===== src/ssi_pkg.sv =====
// ----------------------------------------------------------------------------
// ssi_pkg
// shared types and codes for the sorted set insert block
// ----------------------------------------------------------------------------
package ssi_pkg;

    localparam int CAPACITY_DEF = 32;
    localparam int VAL_W        = 32;
    localparam int STAT_W       = 3;

    // operation selector on the input side
    localparam logic OP_INSERT  = 1'b0;
    localparam logic OP_READOUT = 1'b1;

    typedef enum logic [STAT_W-1:0] {
        STAT_INSERTED  = 3'd0,
        STAT_DUPLICATE = 3'd1,
        STAT_FULL      = 3'd2,
        STAT_LISTED    = 3'd3,
        STAT_EMPTY     = 3'd4
    } ssi_stat_t;

    typedef enum logic [1:0] {
        S_IDLE,
        S_SCAN,
        S_LIST,
        S_RESP
    } ssi_state_t;

    typedef struct packed {
        ssi_stat_t               status;
        logic signed [VAL_W-1:0] element;
        logic                    last;
    } ssi_res_t;

endpackage


===== src/ssi_obuf.sv =====
// ----------------------------------------------------------------------------
// ssi_obuf
// one-beat output register between the sequencer and the result stream
// ----------------------------------------------------------------------------
module ssi_obuf
    import ssi_pkg::*;
(
    input  logic                    clk,
    input  logic                    rst_n,
    input  logic                    push,
    input  ssi_res_t                push_res,
    output logic                    free,
    output logic                    m_tvalid,
    input  logic                    m_tready,
    output logic signed [VAL_W-1:0] m_tdata,  // element
    output logic [STAT_W-1:0]       m_tuser,  // status
    output logic                    m_tlast
);

    logic     valid_reg;
    logic     valid_next;
    ssi_res_t res_reg;

    // a held beat leaving this cycle frees the slot
    assign free = !valid_reg || m_tready;

    always_comb
    begin
        valid_next = valid_reg;
        if (push)
        begin
            valid_next = 1'b1;
        end
        else if (m_tready)
        begin
            valid_next = 1'b0;
        end
    end

    always_ff @(posedge clk or negedge rst_n)
    begin
        if (!rst_n)
        begin
            valid_reg <= 1'b0;
        end
        else
        begin
            valid_reg <= valid_next;
        end
    end

    always_ff @(posedge clk)
    begin
        if (push)
        begin
            res_reg <= push_res;
        end
    end

    assign m_tvalid = valid_reg;
    assign m_tdata  = res_reg.element;
    assign m_tuser  = res_reg.status;
    assign m_tlast  = res_reg.last;

endmodule


===== src/sorted_set_insert_core.sv =====
// ----------------------------------------------------------------------------
// sorted_set_insert_core
// ascending set of signed 32-bit values kept in one synchronous memory
// ----------------------------------------------------------------------------
//  channel   dir  beat                  tdata          tuser       tlast
//  s_*       in   one operation         value [31:0]   operation   -
//  m_*       out  one result            element [31:0] status[2:0] last
//
//  insert: one upward pass over the stored entries, one entry per cycle
//  through the single memory read port; the pass ends early when a duplicate
//  or a full store stops it
//  reset clears the state, entry count, scan index and placed flag; memory contents need no clearing
//  a stalled result side holds the listing in place, the memory output waits
// ----------------------------------------------------------------------------
module sorted_set_insert_core
    import ssi_pkg::*;
#(
    parameter int CAPACITY = CAPACITY_DEF
)
(
    input  logic                    clk,
    input  logic                    rst_n,
    input  logic                    s_tvalid,
    output logic                    s_tready,
    input  logic signed [VAL_W-1:0] s_tdata,  // value
    input  logic                    s_tuser,  // operation
    output logic                    m_tvalid,
    input  logic                    m_tready,
    output logic signed [VAL_W-1:0] m_tdata,  // element
    output logic [STAT_W-1:0]       m_tuser,  // status
    output logic                    m_tlast
);

    localparam int CW = $clog2(CAPACITY + 1);
    localparam int AW = $clog2(CAPACITY);

    ssi_state_t state_reg, state_next;

    logic [CW-1:0]           cnt_reg, cnt_next;
    logic [CW-1:0]           w_reg, w_next;
    logic                    placed_reg, placed_next;
    ssi_stat_t               res_status_reg, res_status_next;
    logic signed [VAL_W-1:0] val_reg, val_next;
    logic signed [VAL_W-1:0] carry_reg, carry_next;

    logic signed [VAL_W-1:0] mem [CAPACITY];
    logic signed [VAL_W-1:0] q_reg;

    logic                    mem_re;
    logic [CW-1:0]           mem_raddr;
    logic                    mem_we;
    logic [CW-1:0]           mem_waddr;
    logic signed [VAL_W-1:0] mem_wdata;

    logic          accept;
    logic [CW-1:0] w_inc;
    logic          at_tail;
    logic          full;
    logic          is_dup;
    logic          key_gt;
    logic          scan_stop;
    logic          scan_wr;
    logic          list_last;

    logic     push;
    ssi_res_t push_res;
    logic     free;

    assign accept    = s_tvalid && s_tready;
    assign w_inc     = w_reg + CW'(1);
    assign at_tail   = (w_reg == cnt_reg);
    assign full      = (cnt_reg == CW'(CAPACITY));
    assign is_dup    = (q_reg == val_reg);
    assign key_gt    = (q_reg > val_reg);
    assign list_last = (w_inc == cnt_reg);

    // early end of the pass: duplicate found, or no room for a smaller value
    assign scan_stop = !at_tail && !placed_reg && (is_dup || (key_gt && full));
    assign scan_wr   = at_tail ? (placed_reg || !full)
                               : (placed_reg || (key_gt && !full));

    // next state
    always_comb
    begin
        state_next = state_reg;
        case (state_reg)
            S_IDLE:
            begin
                if (accept)
                begin
                    if (s_tuser == OP_INSERT)
                    begin
                        state_next = S_SCAN;
                    end
                    else if (cnt_reg == '0)
                    begin
                        state_next = S_RESP;
                    end
                    else
                    begin
                        state_next = S_LIST;
                    end
                end
            end
            S_SCAN:
            begin
                if (at_tail || scan_stop)
                begin
                    state_next = S_RESP;
                end
            end
            S_LIST:
            begin
                if (free && list_last)
                begin
                    state_next = S_IDLE;
                end
            end
            S_RESP:
            begin
                if (free)
                begin
                    state_next = S_IDLE;
                end
            end
            default:
            begin
                state_next = S_IDLE;
            end
        endcase
    end

    // datapath and memory controls
    always_comb
    begin
        s_tready        = (state_reg == S_IDLE);
        cnt_next        = cnt_reg;
        w_next          = w_reg;
        placed_next     = placed_reg;
        res_status_next = res_status_reg;
        val_next        = val_reg;
        carry_next      = carry_reg;
        mem_re          = 1'b0;
        mem_raddr       = w_inc;
        mem_we          = 1'b0;
        mem_waddr       = w_reg;
        mem_wdata       = placed_reg ? carry_reg : val_reg;
        push            = 1'b0;
        push_res        = '{status: STAT_LISTED, element: q_reg, last: list_last};
        case (state_reg)
            S_IDLE:
            begin
                mem_raddr = '0;
                if (accept)
                begin
                    val_next    = s_tdata;
                    w_next      = '0;
                    placed_next = 1'b0;
                    mem_re      = (cnt_reg != '0);
                    if (s_tuser == OP_READOUT)
                    begin
                        res_status_next = STAT_EMPTY;
                    end
                end
            end
            S_SCAN:
            begin
                mem_we = scan_wr;
                if (at_tail)
                begin
                    res_status_next = scan_wr ? STAT_INSERTED : STAT_FULL;
                    if (scan_wr)
                    begin
                        cnt_next = cnt_reg + CW'(1);
                    end
                end
                else if (scan_stop)
                begin
                    res_status_next = is_dup ? STAT_DUPLICATE : STAT_FULL;
                end
                else
                begin
                    // displaced entry rides one slot up
                    if (scan_wr)
                    begin
                        carry_next  = q_reg;
                        placed_next = 1'b1;
                    end
                    w_next = w_inc;
                    mem_re = (w_inc < cnt_reg);
                end
            end
            S_LIST:
            begin
                push = free;
                if (free)
                begin
                    w_next = w_inc;
                    mem_re = !list_last;
                end
            end
            S_RESP:
            begin
                push     = free;
                push_res = '{status: res_status_reg, element: '0, last: 1'b1};
            end
            default:
            begin
            end
        endcase
    end

    always_ff @(posedge clk or negedge rst_n)
    begin
        if (!rst_n)
        begin
            state_reg  <= S_IDLE;
            cnt_reg    <= '0;
            w_reg      <= '0;
            placed_reg <= 1'b0;
        end
        else
        begin
            state_reg  <= state_next;
            cnt_reg    <= cnt_next;
            w_reg      <= w_next;
            placed_reg <= placed_next;
        end
    end

    always_ff @(posedge clk)
    begin
        res_status_reg <= res_status_next;
        val_reg        <= val_next;
        carry_reg      <= carry_next;
    end

    // entry store, one write and one registered read per cycle
    always_ff @(posedge clk)
    begin
        if (mem_we)
        begin
            mem[mem_waddr[AW-1:0]] <= mem_wdata;
        end
        if (mem_re)
        begin
            q_reg <= mem[mem_raddr[AW-1:0]];
        end
    end

    ssi_obuf u_obuf
    (
        .clk      (clk),
        .rst_n    (rst_n),
        .push     (push),
        .push_res (push_res),
        .free     (free),
        .m_tvalid (m_tvalid),
        .m_tready (m_tready),
        .m_tdata  (m_tdata),
        .m_tuser  (m_tuser),
        .m_tlast  (m_tlast)
    );

    a_cnt_bound: assert property (@(posedge clk) disable iff (!rst_n)
        cnt_reg <= CW'(CAPACITY))
        else $error("entry count above capacity");

    a_rd_in_range: assert property (@(posedge clk) disable iff (!rst_n)
        mem_re |-> (mem_raddr < cnt_reg))
        else $error("read of an entry at or above the count");

    a_wr_in_range: assert property (@(posedge clk) disable iff (!rst_n)
        mem_we |-> (mem_waddr <= cnt_reg) && (mem_waddr < CW'(CAPACITY)))
        else $error("write beyond the filled region");

    a_cnt_step: assert property (@(posedge clk) disable iff (!rst_n)
        (cnt_reg != $past(cnt_reg)) |-> (cnt_reg == $past(cnt_reg) + CW'(1)))
        else $error("entry count moved by other than one");

    a_push_free: assert property (@(posedge clk) disable iff (!rst_n)
        push |-> free)
        else $error("result pushed into a held output beat");

endmodule


===== config.mk =====
export PLATFORM = sky130hd
export DESIGN_NAME = sorted_set_insert_core
export DESIGN_NICKNAME = d
export VERILOG_FILES = /design/src/ssi_pkg.sv /design/src/ssi_obuf.sv /design/src/sorted_set_insert_core.sv
export SDC_FILE = /design/constraint.sdc
export NUM_CORES = 1
export LEC_CHECK = 0
export BUFFER_PORTS_ARGS = -buffer_cell sky130_fd_sc_hd__buf_2
export CORE_MARGIN = 4
export CORE_UTILIZATION = 45
export CTS_BUF_LIST = sky130_fd_sc_hd__clkbuf_16
export DETAILED_ROUTE_END_ITERATION = 16
export PLACE_DENSITY_LB_ADDON = 0.25
export SLEW_MARGIN = 20
export SYNTH_ARGS = -nofsm -noshare
export SYNTH_HDL_FRONTEND = slang
export SYNTH_HIERARCHICAL = 1
export SYNTH_SLANG_ARGS = --single-unit

===== constraint.sdc =====
create_clock -name clk -period 13.1 [get_ports clk]
set_input_delay 2.62 -clock clk [delete_from_list [all_inputs] [get_ports clk]]
set_output_delay 2.62 -clock clk [all_outputs]
set_load 0.01 [all_outputs]

## Word level (Yosys, flattened, before mapping)

Memory sizes are Yosys's and may differ from the RTL's. A register that Yosys moved wholly into a read port is not among the register bits.
Cells that the tools add are included.

| word-level totals | value |
|---|---|
| register bits after elaboration | 119 |
| bits in writable memories | 1024 |
| input bits | 37 |
| output and inout port bits | 38 |
| word-level logic and storage cells | 103 |
| memories | 1 |

Memories:

| memory | depth | bits a word | read ports | clocked after Yosys merged registers in | write ports | RTL line | source |
|---|---|---|---|---|---|---|---|
| mem | 32 | 32 | 1 | 1 | 1 | sorted_set_insert_core.sv:46 | `logic signed [VAL_W-1:0] mem [CAPACITY];` |

| operators by class | value |
|---|---|
| $add $sub $neg | 2 |
| $lt $le $gt $ge | 2 |
| equal/unequal tests | 17 |
| multiplexer cells | 38 |
| bitwise operators | 2 |
| reductions and logical operators | 30 |

Operators by type and width:

| cell | number |
|---|---|
| == test 32 bit | 1 |
| greater-than comparator 32 bit | 1 |
| 2-to-1 mux 32 bit | 1 |
| 2-to-1 mux 6 bit | 4 |
| one-hot mux 6 bit (3 select lines) | 1 |
| 2-to-1 mux 1 bit | 16 |
| 2-to-1 mux 2 bit | 7 |
| inequality test 2 bit (second input constant) | 7 |
| adder 6 x 1 -> 6 bit (second input constant) | 2 |
| == test 6 bit | 2 |
| 2-to-1 mux 3 bit | 4 |
| AND reduction 4 bit | 3 |
| AND reduction 5 bit | 2 |
| one-hot mux 2 bit (4 select lines) | 1 |
| == test 6 bit (second input constant) | 1 |
| logical AND 1 bit | 6 |
| zero test 6 bit | 1 |
| < comparator 6 bit | 1 |
| one-hot mux 3 bit (2 select lines) | 1 |
| nonzero test 6 bit | 1 |
| zero test 1 bit | 5 |
| logical OR 1 bit | 5 |
| 2-to-1 mux 5 bit | 1 |
| == test 2 bit (second input constant) | 2 |
| other kinds (12) | 15 |

## Longest topological paths before layout

Gate-level depths: netlist of run 1.

| logic depth | value |
|---|---|
| word-level depth | 9 |
| mapped depth | 12 |
| depth with buffers taken out | 11 |

## Modules after synthesis

Netlist of run 1, hierarchy kept.

By module, submodules not included:

| module | times used | cells each | area an instance (um^2) | sequential area each (um^2) |
|---|---|---|---|---|
| sorted_set_insert_core | 1 | 2283 | 44458.9 | 34097.7 |
| ssi_obuf | 1 | 39 | 1128.6 | 1106.1 |

## Least setup slack after synthesis of run 1

OpenSTA, ideal clock, no wires.

| timing | value |
|---|---|
| path kind | input-to-reg |
| start point | input port s_tvalid |
| end point | register q_reg[0] (read register of mem), enable pin |
| setup time | 432 ps |
| arrival time | 5063 ps |
| data required time | 12668 ps |
| setup slack | 7605 ps |
| stages | 4 |
| path buffers | 0 |
| cells stage by stage | nand2_1 -> inv_1 -> a32oi_1 -> a21oi_1 |

| between the ends | value |
|---|---|
| cells in the longest elaborated chain, start to end | 3 |

Ends and longest elaborated chain:

| item | RTL line | source |
|---|---|---|
| from (decl) | sorted_set_insert_core.sv:23 | `input logic s_tvalid,` |
| logical AND 1 bit | sorted_set_insert_core.sv:69 | `assign accept = s_tvalid && s_tready;` |
| 2-to-1 mux 1 bit | sorted_set_insert_core.sv:154 | `if (accept)` |
| one-hot mux 1 bit (3 select lines) | sorted_set_insert_core.sv:150 | `case (state_reg)` |
| net mem_re | sorted_set_insert_core.sv:49 | `logic mem_re;` |
| to (decl) | sorted_set_insert_core.sv:47 | `logic signed [VAL_W-1:0] q_reg;` |

The timed path passes the listed nets, and every way through them passes these cells.
A chain may end at the register's enable or synchronous reset.

## Worst setup path after layout of run 1

| timing | value |
|---|---|
| start point | register state_reg[1] |
| end point | register q_reg[23] (read register of mem) (data pin) |

| between the ends | value |
|---|---|
| cells in the longest elaborated chain, start to end | 4 |
| elaborated cells between the ends (all ways) | 7 |
| those cells by class | eq/ne: 2; mux: 3; reduce/logical: 2 |

Ends and longest elaborated chain:

| item | RTL line | source |
|---|---|---|
| from (decl) | sorted_set_insert_core.sv:37 | `ssi_state_t state_reg, state_next;` |
| from (signal assigned) | sorted_set_insert_core.sv:224 | `state_reg <= state_next;` |
| zero test 2 bit | sorted_set_insert_core.sv:136, sorted_set_insert_core.sv:150 |  |
| logical AND 1 bit | sorted_set_insert_core.sv:69 |  |
| 2-to-1 mux 1 bit | sorted_set_insert_core.sv:154 |  |
| one-hot mux 1 bit (3 select lines) | sorted_set_insert_core.sv:150 |  |

Parallel ways exist; a longest one is shown, timed or not.

==> results.cfg, run 1 <==
[outcome]
status = complete, no violations

[sta]
worst_pin_slew_ns = 1.178
max_freq_ghz = 0.1832
rsz0062_at_grt = no
slew_violations = 0
slew_headroom = 0.2149
fin_crit_ns = 5.458
setup_violations = 0
holdWs_ns = 0.4819
hold_violations = 0
min_period_over_period = 0.4167
clock_skew_ns = 0.02734
fin_tns_setup_ns = 0

[finish]
fin_cells = 3877
n_fill_cell = 7876
area_growth_pct = 13.36
final_core_util = 0.5153
regArea_um2 = 35210
multiInputGateArea_um2 = 10080
nNetsFinal = 2514
largest_register_ffs = 1024
drive_above_1_share = 0.2318

[grt]
antenna_found_initial = 0
overflow = 0
track_usage = 0.2196
grt_pass1_vias = 23757
grt_first_pass_wirelength_um = 168400
grt_max_degree = 201

[clock_tree]
cts-buffers-inserted = 111
cts-root-buf = clkbuf_16
cts_setup_buffers = 0
holdBufCountCts = 0
cts_resized = 0
worstSkewPairLatency_ns = 0.69
cts-htree-levels = 3
clkSinkCount = 1175
cts_tree = built
cts_buffer_depth = 3
clk_pin_slew_ns = 0.06

[setup_path]
r2r_start = state_reg[1]
critical_path_buf_inv_count = 4
critPathTopFamily = buffers and inverters
cp-end-kind = flop
slowest_delay_ns = 0.86
cp.arrival_ns = 5.89
rrSetupSlack_ns = 7.64
reg2reg_to = q_reg[23]
start_kind = flop
rr_worst_depth = 9
cp_slowest_cell = buf_4
cp_max_fo = 155
crit_required_ns = 13.53
cp_common_cell = buf_4
crit_chain = inv_1 > ha_1 > or2_4 > buf_4 > buf_12 > buf_4 > mux4_1 > mux4_2 > mux2_2
crit_type = reg2reg

[floorplanning]
die_x_um = 326.3
die_height_um = 326.3
io_pins = 75
start_util = 0.4546
coreArea_um2 = 100300
num_rows = 116
die-area_um2 = 106500

[power]
ir_drop_mv = 0.1985
p_int_mw = 8.727
p_comb_frac = 0.337
clkPwrFrac = 0.243
p_leak_nw = 16.20
p_seq_frac = 0.420
p_per_area_nw_per_um2 = 250.4
p_switching_mw = 4.211
p_sw_frac = 0.3255

[yosys]
synthCells = 2322
ys_ff_latch = 1175
syn_area_um2 = 45590
async_flop_share = 0.01362
synth_edf_count = 1159
yosysWarnings = 6
synthTopCellsByArea = edfxtp_1 (76%), mux4_2 (9.1%), o221ai_1 (2.5%), o21ai_0 (1.8%), o22ai_1 (1.8%)
syn-num-nets = 2407
synth-main-ff-cell = edfxtp_1
yosys.area.top_type_share = 0.7634
yosysSeqAreaShare = 0.7722
synth_area_leader_cell = edfxtp_1
synth_cell_types = 53
syn_area_per_cell_um2 = 19.63

[hold_path]
hold_depth = 0
hp-class = reg2reg
holdPathEnd = carry_reg[0]
worstHoldStart = q_reg[0]

[flow_run]
maxCapViolCount = 0

[route]
dr_total_vias = 23874
detail_route.iter0.violations = 2799
avgRoutedWirePerCell_um = 30.40
dr.pass1.iters = 5
antenna_left = 0
viasPerCell = 6.158
wl_um = 117800
drc_errors = 0

[placement]
place_congestion = 0.7871
hpwlAfterDp_um = 60230
dp_cells = 3671
portBuffers = 74
-- worst reg2reg max path: stages, from the launching register on --
cell	delay, ns
dfrtp_1	0.40
inv_1	0.13
ha_1	0.57
or2_4	0.22
buf_4	0.77
buf_12	0.75
buf_4	0.92
mux4_1	0.72
mux4_2	0.47
mux2_2	0.28
-- metal layers --
metal,track usage,wire [µm]
met5,0,0
met4,0.06107,3428
met3,0.04090,10120
met2,0.3639,57220
met1,0.3012,47080
-- worst max-delay path by stage --
| stage | from | end | slack [ns] | depth (start not counted) |
|---|---|---|---|---|
| after global placement | state_reg[0] | q_reg[23] | 7.69 | 9 |
| after detailed placement | state_reg[1] | q_reg[23] | 7.59 | 9 |
| after global routing | state_reg[1] | q_reg[23] | 7.27 | 9 |
| final | state_reg[1] | q_reg[23] | 7.64 | 9 |
| after floorplan | s_tvalid | q_reg[0] | 7.61 | 4 |
| after CTS | state_reg[1] | q_reg[15] | 7.60 | 9 |
-- area by class of cell --
class | count | area share
clock buffer | 114 | 0.05520
multi-input combinational | 952 | 0.1951
clock inverter | 89 | 0.01402
inverter | 50 | 0.003777
sequential | 1175 | 0.6812
tap | 1357 | 0.03285
timing repair buffer | 139 | 0.01780
antenna | 1 | 0.00004842
-- cells in the mapped netlist (all sizes together), types with 5 or more instances --
cell    count
edfxtp   1159
mux4      192
o21ai     166
o221ai    128
o22ai     128
clkbuf    109
nand2      52
inv        50
nor2       50
ha         48
nor2b      40
buf        36
mux2       36
a21oi      20
dfrtp      16
nand4      12
nand3       9
xnor2       9
nand2b      7
o211ai      6
mux2i       5
nor3        5
-- cell families (layout without fill, tap and decap cells) --
| kind of cell | Yosys count | after routing | synth area share |
|---|---|---|---|
| flops | 1175 | 1175 | 0.7722 |
| simple gates | 191 | 191 | 0.02094 |
| compound gates | 467 | 467 | 0.06697 |
| mux | 233 | 233 | 0.1055 |
| xor+xnor | 13 | 13 | 0.002498 |
| other cells | 0 | 1 | 0 |
| buf+inv | 195 | 392 | 0.01869 |
| fa+ha+maj | 48 | 48 | 0.01317 |
-- stage by stage --
stage	setup WS [ns]	total power, mW	area, µm²
floorplan	7.605	8.454	45590
global placement	7.694	9.691	47880
detailed placement	7.587	9.832	47880
CTS	7.600	12.96	51460
global route	7.274	13.53	51680
finish	7.642	12.94	51680
-- cell usage in the layout (no fill, tap or decap), types with 3 or more instances in the layout --
cell,Yosys,routed
edfxtp_1,1159,1159
mux4_2,184,184
o21ai_0,166,135
o22ai_1,128,128
o221ai_1,128,128
clkbuf_16,0,114
buf_2,17,74
inv_1,49,70
buf_4,4,60
nand2_1,52,52
ha_1,48,47
nor2b_1,39,38
mux2_2,36,36
nor2_4,0,35
clkinv_1,0,29
o21ai_4,0,22
clkinv_2,0,21
a21oi_1,20,19
nor2_1,50,15
dfrtp_1,16,15
nand4_1,12,12
bufinv_16,0,12
nand3_1,9,9
xnor2_1,9,9
mux4_1,8,8
o21ai_1,0,7
o211ai_1,6,6
nor3_1,5,5
mux2i_1,5,5
xor2_1,4,4
nand2b_1,5,4
nand3b_1,4,4
a21o_1,3,3
a211oi_1,3,3
buf_12,0,3
-- power by group through the flow --
stage	clock network (mW)	logic (mW)	registers, mW
floorplan	0	2.97	5.48
global placement	0	4.18	5.51
detailed placement	0	4.31	5.53
CTS	3.20	4.32	5.45
global route	3.35	4.72	5.46
finish	3.15	4.36	5.44
No activity file was read; power rests on OpenSTA's default activity.
==> run 2, diff against run 1 <==
--- a/config.mk
+++ b/config.mk
@@ -5,6 +5,7 @@
 export SDC_FILE = /design/constraint.sdc
 export NUM_CORES = 1
 export LEC_CHECK = 0
+export ABC_AREA = 1
 export BUFFER_PORTS_ARGS = -buffer_cell sky130_fd_sc_hd__buf_2
 export CORE_MARGIN = 4
 export CORE_UTILIZATION = 45
==> constraint.sdc (replaced) <==
create_clock -name clk -period 4.77 [get_ports clk]
set_input_delay 0.954 -clock clk [delete_from_list [all_inputs] [get_ports clk]]
set_output_delay 0.954 -clock clk [all_outputs]
set_load 0.01 [all_outputs]
==> results.cfg, run 2 <==
[sta]
hold_violations = 0
rsz0062_at_grt = no
fin_crit_ns = 4.061
clock_skew_ns = 0.03228
min_period_over_period = 0.8514
max_freq_ghz = 0.2462
slew_headroom = 0.2384
worst_pin_slew_ns = 1.138
setup_violations = 0
slew_violations = 0
fin_tns_setup_ns = 0

[setup_path]
cp_slowest_cell = dfrtp_4
crit_required_ns = 5.12
cp_max_fo = 25
crit_chain = buf_4 > nand3_1 > xor2_1 > inv_1 > ha_1 > nand2_1 > nor2_1 > nand3_1 > nand3_1 > a31oi_4 > buf_16 > buf_4
crit_type = reg2reg
cp.arrival_ns = 4.41
cp_common_cell = nand3_1
slowest_delay_ns = 0.60
cp-end-kind = flop
start_kind = flop

[yosys]
syn_area_per_cell_um2 = 13.69
async_flop_share = 0.01362
synth_common_cells = edfxtp_1 (1159), nand2_1 (388), o211ai_1 (382)
synthTopCellsByArea = edfxtp_1 (72%), o211ai_1 (5.9%), nand2_1 (3.0%), inv_1 (2.8%), mux2i_1 (2.7%)
synth_cell_types = 38
yosysWarnings = 6
ys_ff_latch = 1175
yosysMostFrequentCell = edfxtp_1
synth_edf_count = 1159
synthCells = 3531
yosys.area.top_type_share = 0.7199
synth_area_leader_cell = edfxtp_1
syn_area_um2 = 48350
yosysSeqAreaShare = 0.7282
syn-num-nets = 3616
synth-main-ff-cell = edfxtp_1

[outcome]
status = complete, no violations

[power]
p_per_area_nw_per_um2 = 661.5
p_leak_nw = 18.95
ir_drop_mv = 0.4521

[clock_tree]
holdBufCountCts = 0
cts_tree = built
cts-htree-levels = 3
cts_resized = 0
clkSinkCount = 1175
clk_pin_slew_ns = 0.06
cts_setup_buffers = 0
cts-buffers-inserted = 120
worstSkewPairLatency_ns = 0.71
cts-root-buf = clkbuf_16
cts_buffer_depth = 3

[grt]
antenna_found_initial = 7
grt_pass1_vias = 27999
track_usage = 0.2320
grt_max_degree = 116
overflow = 0
use_met3 = 0.04294
grt_util_met1 = 0.3307
grtUsageMet2 = 0.3636
top_usage_layer = met2
grt_first_pass_wirelength_um = 192600

[route]
dr.pass1.iters = 5
drc_errors = 0
wl_um = 131900
dr_total_vias = 29363
detail_route.iter0.violations = 3222
antenna_left = 0
avgRoutedWirePerCell_um = 25.75
viasPerCell = 5.735

[finish]
antenna_cells = 0
drive_above_1_share = 0.1220
nNetsFinal = 3717
final_common_cell = edfxtp_1
largest_register_ffs = 1024
area_growth_pct = 13.68
n_fill_cell = 8813
stdcell_area_um2 = 54960
mostFrequentLayoutCells = edfxtp_1 (1159), inv_1 (399), nand2_1 (388)
final_core_util = 0.5184

[floorplanning]
coreArea_um2 = 106000
die_height_um = 335.8
die_x_um = 335.8
start_util = 0.4560
die-area_um2 = 112700
num_rows = 119
io_pins = 75

[placement]
placed_area_um2 = 51140
hpwlAfterDp_um = 79910
portBuffers = 74
place_congestion = 0.8378

[flow_run]
maxCapViolCount = 0

[hold_path]
hp-class = in2async
-- run 2: layout make-up --
type / instances / area, µm² / share of cell area
inverters: 372 / 1398 / 0.02543
repair buffers: 214 / 1747 / 0.03178
flip-flops and latches: 1175 / 35210 / 0.6407
multi-input cells: 1749 / 11150 / 0.2030
well taps: 1391 / 1740 / 0.03167
clock inverters: 97 / 655.6 / 0.01193
clock buffers: 122 / 3053 / 0.05555
-- run 2: layer usage --
metal  share of wire  wire length, µm
met4           0.030             3988
met5               0                0
met3           0.086            11320
met2            0.46            60550
met1            0.42            56000
-- run 2: worst max-delay path, delay by kind of cell (launching register included) --
family / cells / cell delay, ns
simple gates: 5 / 0.63
fa+ha+maj: 1 / 0.31
xor+xnor: 1 / 0.33
flops: 1 / 0.60
buf+inv: 4 / 1.20
compound gates: 1 / 0.58
-- run 2: logic make-up (layout without fill, tap and decap cells) --
kind of cell	Yosys count	count (layout)	synth area share
xor gates and xnor gates	9	9	0.001631
muxes	128	128	0.02650
AOI/OAI and AO/OA	748	748	0.1084
buffers and inverters	607	805	0.05282
DFF	1175	1175	0.7282
adders and majority gates	48	48	0.01242
and+or+nand+nor	816	816	0.07008
-- run 2: report_power, final --
group	switching (mW)	total [mW]	internal (mW)
Clock	3.84	8.91	5.06
Sequential	0.672	14.4	13.8
Combinational	9.50	13.0	3.51
Total	14.0	36.4	22.3
-- run 2: path summary, 6_finish.rpt --
check	startpoint	to	slack, ns	cells past startpoint
max in group asynchronous	rst_n	mem_waddr[0]	4.23	1
min reg2reg	res_status_reg[1]	u_obuf/m_tuser[1]	0.51	1
min in group clk	s_tdata[5]	val_reg[5]	0.43	1
max	mem_waddr[0]	q_reg[29]	0.71	12
min	rst_n	cnt_reg[4]	0.19	1
max reg2reg	mem_waddr[0]	q_reg[29]	0.71	12
-- run 2: per-stage QoR --
step / hold WS (ns) / setup WS, ns / total power, mW / std cells
floorplan: 0.4264 / 0.3009 / 21.90 / 3531
global placement: 0.4918 / 0.4726 / 27.31 / 4896
detailed placement: 0.4953 / 0.7960 / 27.49 / 4897
CTS: 0.1733 / 0.7757 / 36.37 / 5116
global route: 0.2049 / 0.6091 / 38.01 / 5120
finish: 0.1948 / 0.7087 / 36.35 / 5120
